<file path="src/b64se_pkg.sv">
// ----------------------------------------------------------------------------
// Base64 stream encoder package
// Shared item types, the group record passed from front to back, and the
// sextet-to-character mapping of the standard alphabet.
// ----------------------------------------------------------------------------
package b64se_pkg;

  localparam int unsigned QUEUE_DEPTH = 2;

  localparam logic [7:0] PAD_CHAR = 8'h3D;
  localparam logic [5:0] SIX_BITS = 6'h3F;

  typedef struct packed {
    logic [7:0] data_byte;
    logic       last_byte;
  } in_item_t;

  typedef struct packed {
    logic [7:0] out_char;
    logic       last_char;
  } out_item_t;

  typedef struct packed {
    logic [23:0] bits;
    logic [1:0]  pad_cnt;
    logic        last;
  } group_t;

  typedef struct packed {
    logic   valid;
    group_t grp;
  } q_push_t;

  typedef struct packed {
    logic full;
    logic empty;
  } q_status_t;

  function automatic logic [7:0] enc_char(input logic [5:0] sextet);
    logic [7:0] v;
    v = {2'b00, sextet & SIX_BITS};
    if (sextet < 6'd26) begin
      enc_char = 8'h41 + v;
    end else if (sextet < 6'd52) begin
      enc_char = 8'h61 + v - 8'd26;
    end else if (sextet < 6'd62) begin
      enc_char = 8'h30 + v - 8'd52;
    end else if (sextet == 6'd62) begin
      enc_char = 8'h2B;
    end else begin
      enc_char = 8'h2F;
    end
  endfunction

endpackage

</file>
<file path="src/base64_stream_encoder_top.sv">
// ----------------------------------------------------------------------------
// Base64 stream encoder
// Encodes a byte stream into standard Base64 characters with '=' padding.
//
// The input channel takes one byte per item with a flag on the final byte of
// the message. The output channel delivers one ASCII character per item, and
// the final character of a message carries last_char.
// Every third byte, or the final byte, closes a group that the front end
// pushes into a short queue; the back end turns each group into four
// characters at one character per cycle while the output is not stalled, so
// the character serializer sets the rate. A group is written into the queue
// memory when the byte that closes it is accepted, and its first character
// then reaches the output register once the back end loads it.
// Bytes are accepted in every cycle while the queue has room. When the
// receiver stalls, the output register holds its character, the queue fills
// and the input stall rises. Reset clears the pending bytes, the queue and
// the output valid.
// ----------------------------------------------------------------------------
module base64_stream_encoder_top #(
  parameter int unsigned QUEUE_DEPTH = b64se_pkg::QUEUE_DEPTH
) (
  input  logic                 clk,
  input  logic                 rst_n,
  input  logic                 in_valid,
  output logic                 in_stall,
  input  b64se_pkg::in_item_t  in_item,
  output logic                 out_valid,
  input  logic                 out_stall,
  output b64se_pkg::out_item_t out_item
);

  b64se_pkg::q_push_t   q_push;
  b64se_pkg::q_status_t q_status;
  b64se_pkg::group_t    head;
  logic                 pop;

  b64se_front u_front (
    .clk      (clk),
    .rst_n    (rst_n),
    .in_valid (in_valid),
    .in_stall (in_stall),
    .in_item  (in_item),
    .q_status (q_status),
    .q_push   (q_push)
  );

  b64se_queue #(
    .DEPTH (QUEUE_DEPTH)
  ) u_queue (
    .clk      (clk),
    .rst_n    (rst_n),
    .q_push   (q_push),
    .pop      (pop),
    .head     (head),
    .q_status (q_status)
  );

  b64se_back u_back (
    .clk       (clk),
    .rst_n     (rst_n),
    .head      (head),
    .q_status  (q_status),
    .pop       (pop),
    .out_valid (out_valid),
    .out_stall (out_stall),
    .out_item  (out_item)
  );

endmodule

</file>
<file path="src/b64se_front.sv">
// ----------------------------------------------------------------------------
// Base64 encoder front end
// Accepts message bytes, holds up to two pending bytes and pushes a complete
// or padded 24-bit group into the queue.
// ----------------------------------------------------------------------------
module b64se_front (
  input  logic                 clk,
  input  logic                 rst_n,
  input  logic                 in_valid,
  output logic                 in_stall,
  input  b64se_pkg::in_item_t  in_item,
  input  b64se_pkg::q_status_t q_status,
  output b64se_pkg::q_push_t   q_push
);

  logic [15:0] held_r, held_nxt;
  logic [1:0]  cnt_r, cnt_nxt;
  logic        accept;

  assign in_stall = q_status.full;
  assign accept   = in_valid && !in_stall;

  always_comb begin
    held_nxt         = held_r;
    cnt_nxt          = cnt_r;
    q_push.valid     = 1'b0;
    q_push.grp.bits  = {held_r, in_item.data_byte};
    q_push.grp.pad_cnt = 2'd0;
    q_push.grp.last  = in_item.last_byte;
    if (cnt_r[1]) begin
      q_push.grp.bits    = {held_r, in_item.data_byte};
      q_push.grp.pad_cnt = 2'd0;
    end else if (cnt_r[0]) begin
      q_push.grp.bits    = {held_r[7:0], in_item.data_byte, 8'h00};
      q_push.grp.pad_cnt = 2'd1;
    end else begin
      q_push.grp.bits    = {in_item.data_byte, 16'h0000};
      q_push.grp.pad_cnt = 2'd2;
    end
    if (accept) begin
      if (cnt_r[1] || in_item.last_byte) begin
        q_push.valid = 1'b1;
        held_nxt     = 16'h0000;
        cnt_nxt      = 2'd0;
      end else begin
        held_nxt = {held_r[7:0], in_item.data_byte};
        cnt_nxt  = cnt_r + 2'd1;
      end
    end
  end

  always_ff @(posedge clk) begin
    if (!rst_n) begin
      held_r <= 16'h0000;
      cnt_r  <= 2'd0;
    end else begin
      held_r <= held_nxt;
      cnt_r  <= cnt_nxt;
    end
  end

endmodule

</file>
<file path="src/b64se_queue.sv">
// ----------------------------------------------------------------------------
// Base64 encoder group queue
// Short first-in first-out buffer of groups between front and back.
// ----------------------------------------------------------------------------
module b64se_queue #(
  parameter int unsigned DEPTH = b64se_pkg::QUEUE_DEPTH
) (
  input  logic                 clk,
  input  logic                 rst_n,
  input  b64se_pkg::q_push_t   q_push,
  input  logic                 pop,
  output b64se_pkg::group_t    head,
  output b64se_pkg::q_status_t q_status
);

  localparam int unsigned PW = (DEPTH > 1) ? $clog2(DEPTH) : 1;
  localparam int unsigned CW = $clog2(DEPTH + 1);

  b64se_pkg::group_t mem_r [DEPTH];
  logic [PW-1:0] wr_ptr_r, wr_ptr_nxt;
  logic [PW-1:0] rd_ptr_r, rd_ptr_nxt;
  logic [CW-1:0] cnt_r, cnt_nxt;
  logic          do_push, do_pop;

  assign q_status.full  = (cnt_r == CW'(DEPTH));
  assign q_status.empty = (cnt_r == '0);
  assign head           = mem_r[rd_ptr_r];
  assign do_push        = q_push.valid && !q_status.full;
  assign do_pop         = pop && !q_status.empty;

  always_comb begin
    wr_ptr_nxt = wr_ptr_r;
    rd_ptr_nxt = rd_ptr_r;
    cnt_nxt    = cnt_r;
    if (do_push) begin
      wr_ptr_nxt = (wr_ptr_r == PW'(DEPTH - 1)) ? '0 : wr_ptr_r + PW'(1);
    end
    if (do_pop) begin
      rd_ptr_nxt = (rd_ptr_r == PW'(DEPTH - 1)) ? '0 : rd_ptr_r + PW'(1);
    end
    if (do_push && !do_pop) begin
      cnt_nxt = cnt_r + CW'(1);
    end else if (do_pop && !do_push) begin
      cnt_nxt = cnt_r - CW'(1);
    end
  end

  always_ff @(posedge clk) begin
    if (do_push) begin
      mem_r[wr_ptr_r] <= q_push.grp;
    end
  end

  always_ff @(posedge clk) begin
    if (!rst_n) begin
      wr_ptr_r <= '0;
      rd_ptr_r <= '0;
      cnt_r    <= '0;
    end else begin
      wr_ptr_r <= wr_ptr_nxt;
      rd_ptr_r <= rd_ptr_nxt;
      cnt_r    <= cnt_nxt;
    end
  end

endmodule

</file>
<file path="src/b64se_back.sv">
// ----------------------------------------------------------------------------
// Base64 encoder back end
// Takes one group at a time from the queue and sends its four characters,
// one per cycle while the output is not stalled, through a registered output stage.
// ----------------------------------------------------------------------------
module b64se_back (
  input  logic                 clk,
  input  logic                 rst_n,
  input  b64se_pkg::group_t    head,
  input  b64se_pkg::q_status_t q_status,
  output logic                 pop,
  output logic                 out_valid,
  input  logic                 out_stall,
  output b64se_pkg::out_item_t out_item
);

  logic [1:0]           idx_r, idx_nxt;
  logic                 valid_r, valid_nxt;
  b64se_pkg::out_item_t item_r, item_nxt;
  logic                 load;
  logic [5:0]           sextet;
  logic                 is_pad;

  assign load      = !q_status.empty && (!valid_r || !out_stall);
  assign pop       = load && (idx_r == 2'd3);
  assign out_valid = valid_r;
  assign out_item  = item_r;
  assign is_pad    = ((2'd3 - idx_r) < head.pad_cnt);

  always_comb begin
    case (idx_r)
      2'd0:    sextet = head.bits[23:18];
      2'd1:    sextet = head.bits[17:12];
      2'd2:    sextet = head.bits[11:6];
      2'd3:    sextet = head.bits[5:0];
      default: sextet = head.bits[5:0];
    endcase
  end

  always_comb begin
    idx_nxt   = idx_r;
    valid_nxt = valid_r;
    item_nxt  = item_r;
    if (load) begin
      idx_nxt            = idx_r + 2'd1;
      valid_nxt          = 1'b1;
      item_nxt.out_char  = is_pad ? b64se_pkg::PAD_CHAR : b64se_pkg::enc_char(sextet);
      item_nxt.last_char = (idx_r == 2'd3) && head.last;
    end else if (!out_stall) begin
      valid_nxt = 1'b0;
    end
  end

  always_ff @(posedge clk) begin
    item_r <= item_nxt;
  end

  always_ff @(posedge clk) begin
    if (!rst_n) begin
      idx_r   <= 2'd0;
      valid_r <= 1'b0;
    end else begin
      idx_r   <= idx_nxt;
      valid_r <= valid_nxt;
    end
  end

endmodule

</file>
<file path="config.mk">
export PLATFORM = sky130hd
export DESIGN_NAME = base64_stream_encoder_top
export DESIGN_NICKNAME = d
export VERILOG_FILES = /design/src/b64se_pkg.sv /design/src/base64_stream_encoder_top.sv /design/src/b64se_front.sv /design/src/b64se_queue.sv /design/src/b64se_back.sv
export SDC_FILE = /design/constraint.sdc
export NUM_CORES = 1
export LEC_CHECK = 0
export BUFFER_PORTS_ARGS = -buffer_cell sky130_fd_sc_hd__buf_2
export CORE_ASPECT_RATIO = 0.5
export CORE_MARGIN = 3
export CORE_UTILIZATION = 35
export CTS_BUF_LIST = sky130_fd_sc_hd__clkbuf_4 sky130_fd_sc_hd__clkbuf_8
export CTS_CLUSTER_SIZE = 16
export DETAILED_ROUTE_END_ITERATION = 6
export GPL_TIMING_DRIVEN = 0
export SKIP_LAST_GASP = 1
export SLEW_MARGIN = 10
export SYNTH_ARGS = -nofsm -noshare
export SYNTH_HDL_FRONTEND = slang
export SYNTH_HIERARCHICAL = 1
export SYNTH_SLANG_ARGS = --single-unit
</file>
<file path="constraint.sdc">
create_clock -name clk -period 5.1 [get_ports clk]
set_input_delay 0.765 -clock clk [delete_from_list [all_inputs] [get_ports clk]]
set_output_delay 0.765 -clock clk [all_outputs]
set_load 0.02 [all_outputs]
</file>
==> results.sh <==
export IMPL_outcome="completed"
export IMPL_path_common_cell="mux2i_1"
export IMPL_insertion_delay_ps=360
export IMPL_cp_arrival_ps=3420
export IMPL_grt_max_degree=28
export IMPL_worst_setup_path_end_kind="register"
export IMPL_worstSetupPathType="register to register"
export IMPL_yosysWarnings=6
export IMPL_nNetsFinal=367
export IMPL_p_comb_share_pct=20.6
export IMPL_synth_area_sq_um=4130
export IMPL_antenna_found_initial=0
export IMPL_cts_setup_buffers=0
export IMPL_ys_ff_latch=89
export IMPL_hold_class="register to register"
export IMPL_synth_fp_nets=332
export IMPL_p_int_w=0.00120
export IMPL_drc_errors=0
export IMPL_rsz0062_at_grt="no"
export IMPL_worstMarginPinSlew_ps=1190
export IMPL_cp_max_fo=10
export IMPL_drv_cap=0
export IMPL_dp_slack_ps=1810
export IMPL_grt_first_pass_wirelength_um=12800
export IMPL_layout_min_cycle_time_ps=3300
export IMPL_drt_pass1_iterations=6
export IMPL_power_switching_w=0.000485
export IMPL_cts_root_buffer="clkbuf_8"
export IMPL_io_pins=24
export IMPL_clock_sinks=89
export IMPL_place_inst=492
export IMPL_hold_violations=0
export IMPL_htreeDepth=3
export IMPL_syn_to_final_growth_pct=13.0
export IMPL_hold_depth=1
export IMPL_post_drt_via_cell_ratio=4.94
export IMPL_wl_per_cell_um=16.1
export IMPL_crit_slowest_cell="a222oi_1"
export IMPL_drv_slew=0
export IMPL_die_area_sq_um=13200
export IMPL_regArea_sq_um=2410
export IMPL_grt_util_all_layers_pct=12.9
export IMPL_layout_drive_gt1_share_pct=28.4
export IMPL_reg2reg_depth=9
export IMPL_r2r_setup_slack_ps=1800
export IMPL_cts_tree="done"
export IMPL_layout_cells_non_filler=508
export IMPL_grt_overflow=0
export IMPL_crit_chain="buf_2 -> buf_4 -> mux2_2 -> a222oi_1 -> mux2i_1 -> mux2i_1 -> o22ai_1 -> a22o_1 -> a221o_1"
export IMPL_final_core_util_pct=41.5
export IMPL_cts_clk_slew_worst_paths_ps=90
export IMPL_core_area_sq_um=11200
export IMPL_slew_headroom_pct=20.5
export IMPL_cts_resized=0
export IMPL_fin_ws_ps=1800
export IMPL_postSynth_asyncResetShare_pct=0
export IMPL_antennaDiodeCount=0
export IMPL_num_rows=27
export IMPL_io_buffers=23
export IMPL_clkPwrFrac_pct=29.0
export IMPL_routed_wl_um=8200
export IMPL_grt_pass1_vias=2435
export IMPL_fin_crit_sh_pct=64.7
export IMPL_swShare_pct=28.7
export IMPL_syn_avg_cell_area_sq_um=13.4
export IMPL_vias=2508
export IMPL_holdWs_ps=486
export IMPL_setup_tns_ps=0
export IMPL_setup_viol=0
export IMPL_yosysSeqAreaShare_pct=58.5
export IMPL_synthFlopType="edfxtp_1"
export IMPL_seq_power_share_pct=50.4
export IMPL_synth_edf_count=63
export IMPL_finClkSkew_ps=10.4
export IMPL_power_density_nw_per_um2=362
export IMPL_gp_congestion=0.788
export IMPL_multi_input_area_sq_um=1560
export IMPL_hp_start="u_front/held_r[11]"
export IMPL_max_freq_ghz=0.303
export IMPL_ant_nets=0
export IMPL_initial_core_util_pct=36.7
export IMPL_r2r_end="u_back/out_item[3]"
export IMPL_drt_iter0_markers=118
export IMPL_cts_buffers=9
export IMPL_startpoint_type="register"
export IMPL_dpl_hpwl_um=5840
export IMPL_cts_path_max_buffers=2
export IMPL_cts_hold_buffers=0
export IMPL_fillers=1027
export IMPL_syn_inst=309
export IMPL_yosysUniqueCellTypes=48
export IMPL_vdd_drop_max_uv=128
export IMPL_critPathRequiredTime_ps=5220
export IMPL_fp_dieH_um=82.8
export IMPL_p_leak_nw=1.71
export IMPL_holdPathEnd="u_front/held_r[11]"
export IMPL_fp_dieW_um=160
export IMPL_slowest_delay_ps=730
[worst max-delay path, delay by kind of cell (launching register included)]
| kind | cells | cell delay [ps] |
|---|---|---|
| compound gates | 4 | 1380 |
| buf+inv | 2 | 480 |
| flops | 1 | 310 |
| mux | 3 | 900 |
[logic make-up (layout without fill, tap and decap cells)]
kind of cell	count (synthesis)	in the layout	share of synthesized area, %
AO/OA/AOI/OAI	69	69	13.3
XOR/XNOR	6	6	1.27
adder cells (fa/ha/maj)	10	10	3.03
buffers and inverters	31	71	3.79
flip-flops	89	89	58.5
multiplexers	49	49	12.9
other	1	1	0.0909
AND/OR/NAND/NOR	54	54	7.16
[Yosys cell counts (all sizes together) (6+ instances only)]
master  instances  area, sq um
edfxtp         63         1890
mux2           31          349
a22o           26          240
dfxtp          26          521
mux2i          18          184
nand2          18         67.6
and2           15         93.8
inv            14         52.6
o21ai          13         65.1
buf            12         85.1
ha             10          125
nor2            9         33.8
a21oi           6         30.0
a222oi          6         60.1
[power by group through the flow]
| stage | Combinational, W | Sequential (W) | Clock (W) |
|---|---|---|---|
| 2_1_floorplan | 0.000237 | 0.000884 | 0 |
| 3_3_place_gp | 0.000329 | 0.000867 | 0 |
| 3_5_place_dp | 0.000346 | 0.000868 | 0 |
| 4_1_cts | 0.000347 | 0.000852 | 0.000507 |
| 5_1_grt | 0.000381 | 0.000857 | 0.000532 |
| 6_report | 0.000349 | 0.000851 | 0.000490 |
[through the flow]
step	total power, W	cell area [sq um]
final	0.00169	4660
after global routing	0.00177	4660
after CTS	0.00171	4660
after detailed placement	0.00121	4460
after global placement	0.00120	4440
after floorplan	0.00112	4130
[per-layer routing]
metal	track usage [%]	vias to the layer above	wire (um)
met5	0	-	0
met4	3.67	0	54
met3	4.43	6	472
met2	20.6	55	3570
met1	16.8	1217	4100
li1	-	1230	-
[cells in the final DEF (no fill, tap or decap), types with 4 or more instances in the layout]
master	Yosys	layout
a21oi_1	6	6
a222oi_1	6	6
a22o_1	16	16
a22o_2	10	10
a31oi_1	4	4
and2_1	15	15
buf_2	5	28
buf_4	5	5
clkbuf_1	4	4
clkbuf_8	0	9
dfxtp_1	26	26
edfxtp_1	63	63
ha_1	10	10
inv_1	12	12
mux2_2	29	29
mux2i_1	17	17
nand2_1	18	18
nor2_1	9	9
o21ai_0	11	11
xnor2_1	4	4
[worst max path at each step]
stage	endpoint	depth (start not counted)
6_report	u_back/out_item[3]	9
5_1_grt	u_back/out_item[3]	9
4_1_cts	u_back/out_item[3]	9
3_5_place_dp	u_back/out_item[3]	9
3_3_place_gp	u_queue/mem_r[0][20]	5
2_1_floorplan	u_back/out_item[3]	9
[registers in the layout, indices dropped and copies added, names as in the netlist, named ones only]
signal and flops:
u_back/out_valid 1, u_queue/wr_ptr_r 1, u_queue/cnt_r 2, u_back/idx_r 2, u_back/out_item 9, u_queue/mem_r 54, u_front/held_r 16, u_front/cnt_r 2
u_queue/rd_ptr_r 1
[cell type report]
type,count,area share [%]
inverters,15,1.21
plain buffers,16,2.15
multi-input cells,189,33.5
well taps,159,4.27
clock buffers,9,2.66
clock inverters,7,1.66
flip-flops and latches,89,51.7
repair buffers,24,2.79
Note: power is estimated with default switching activity, not from simulation.
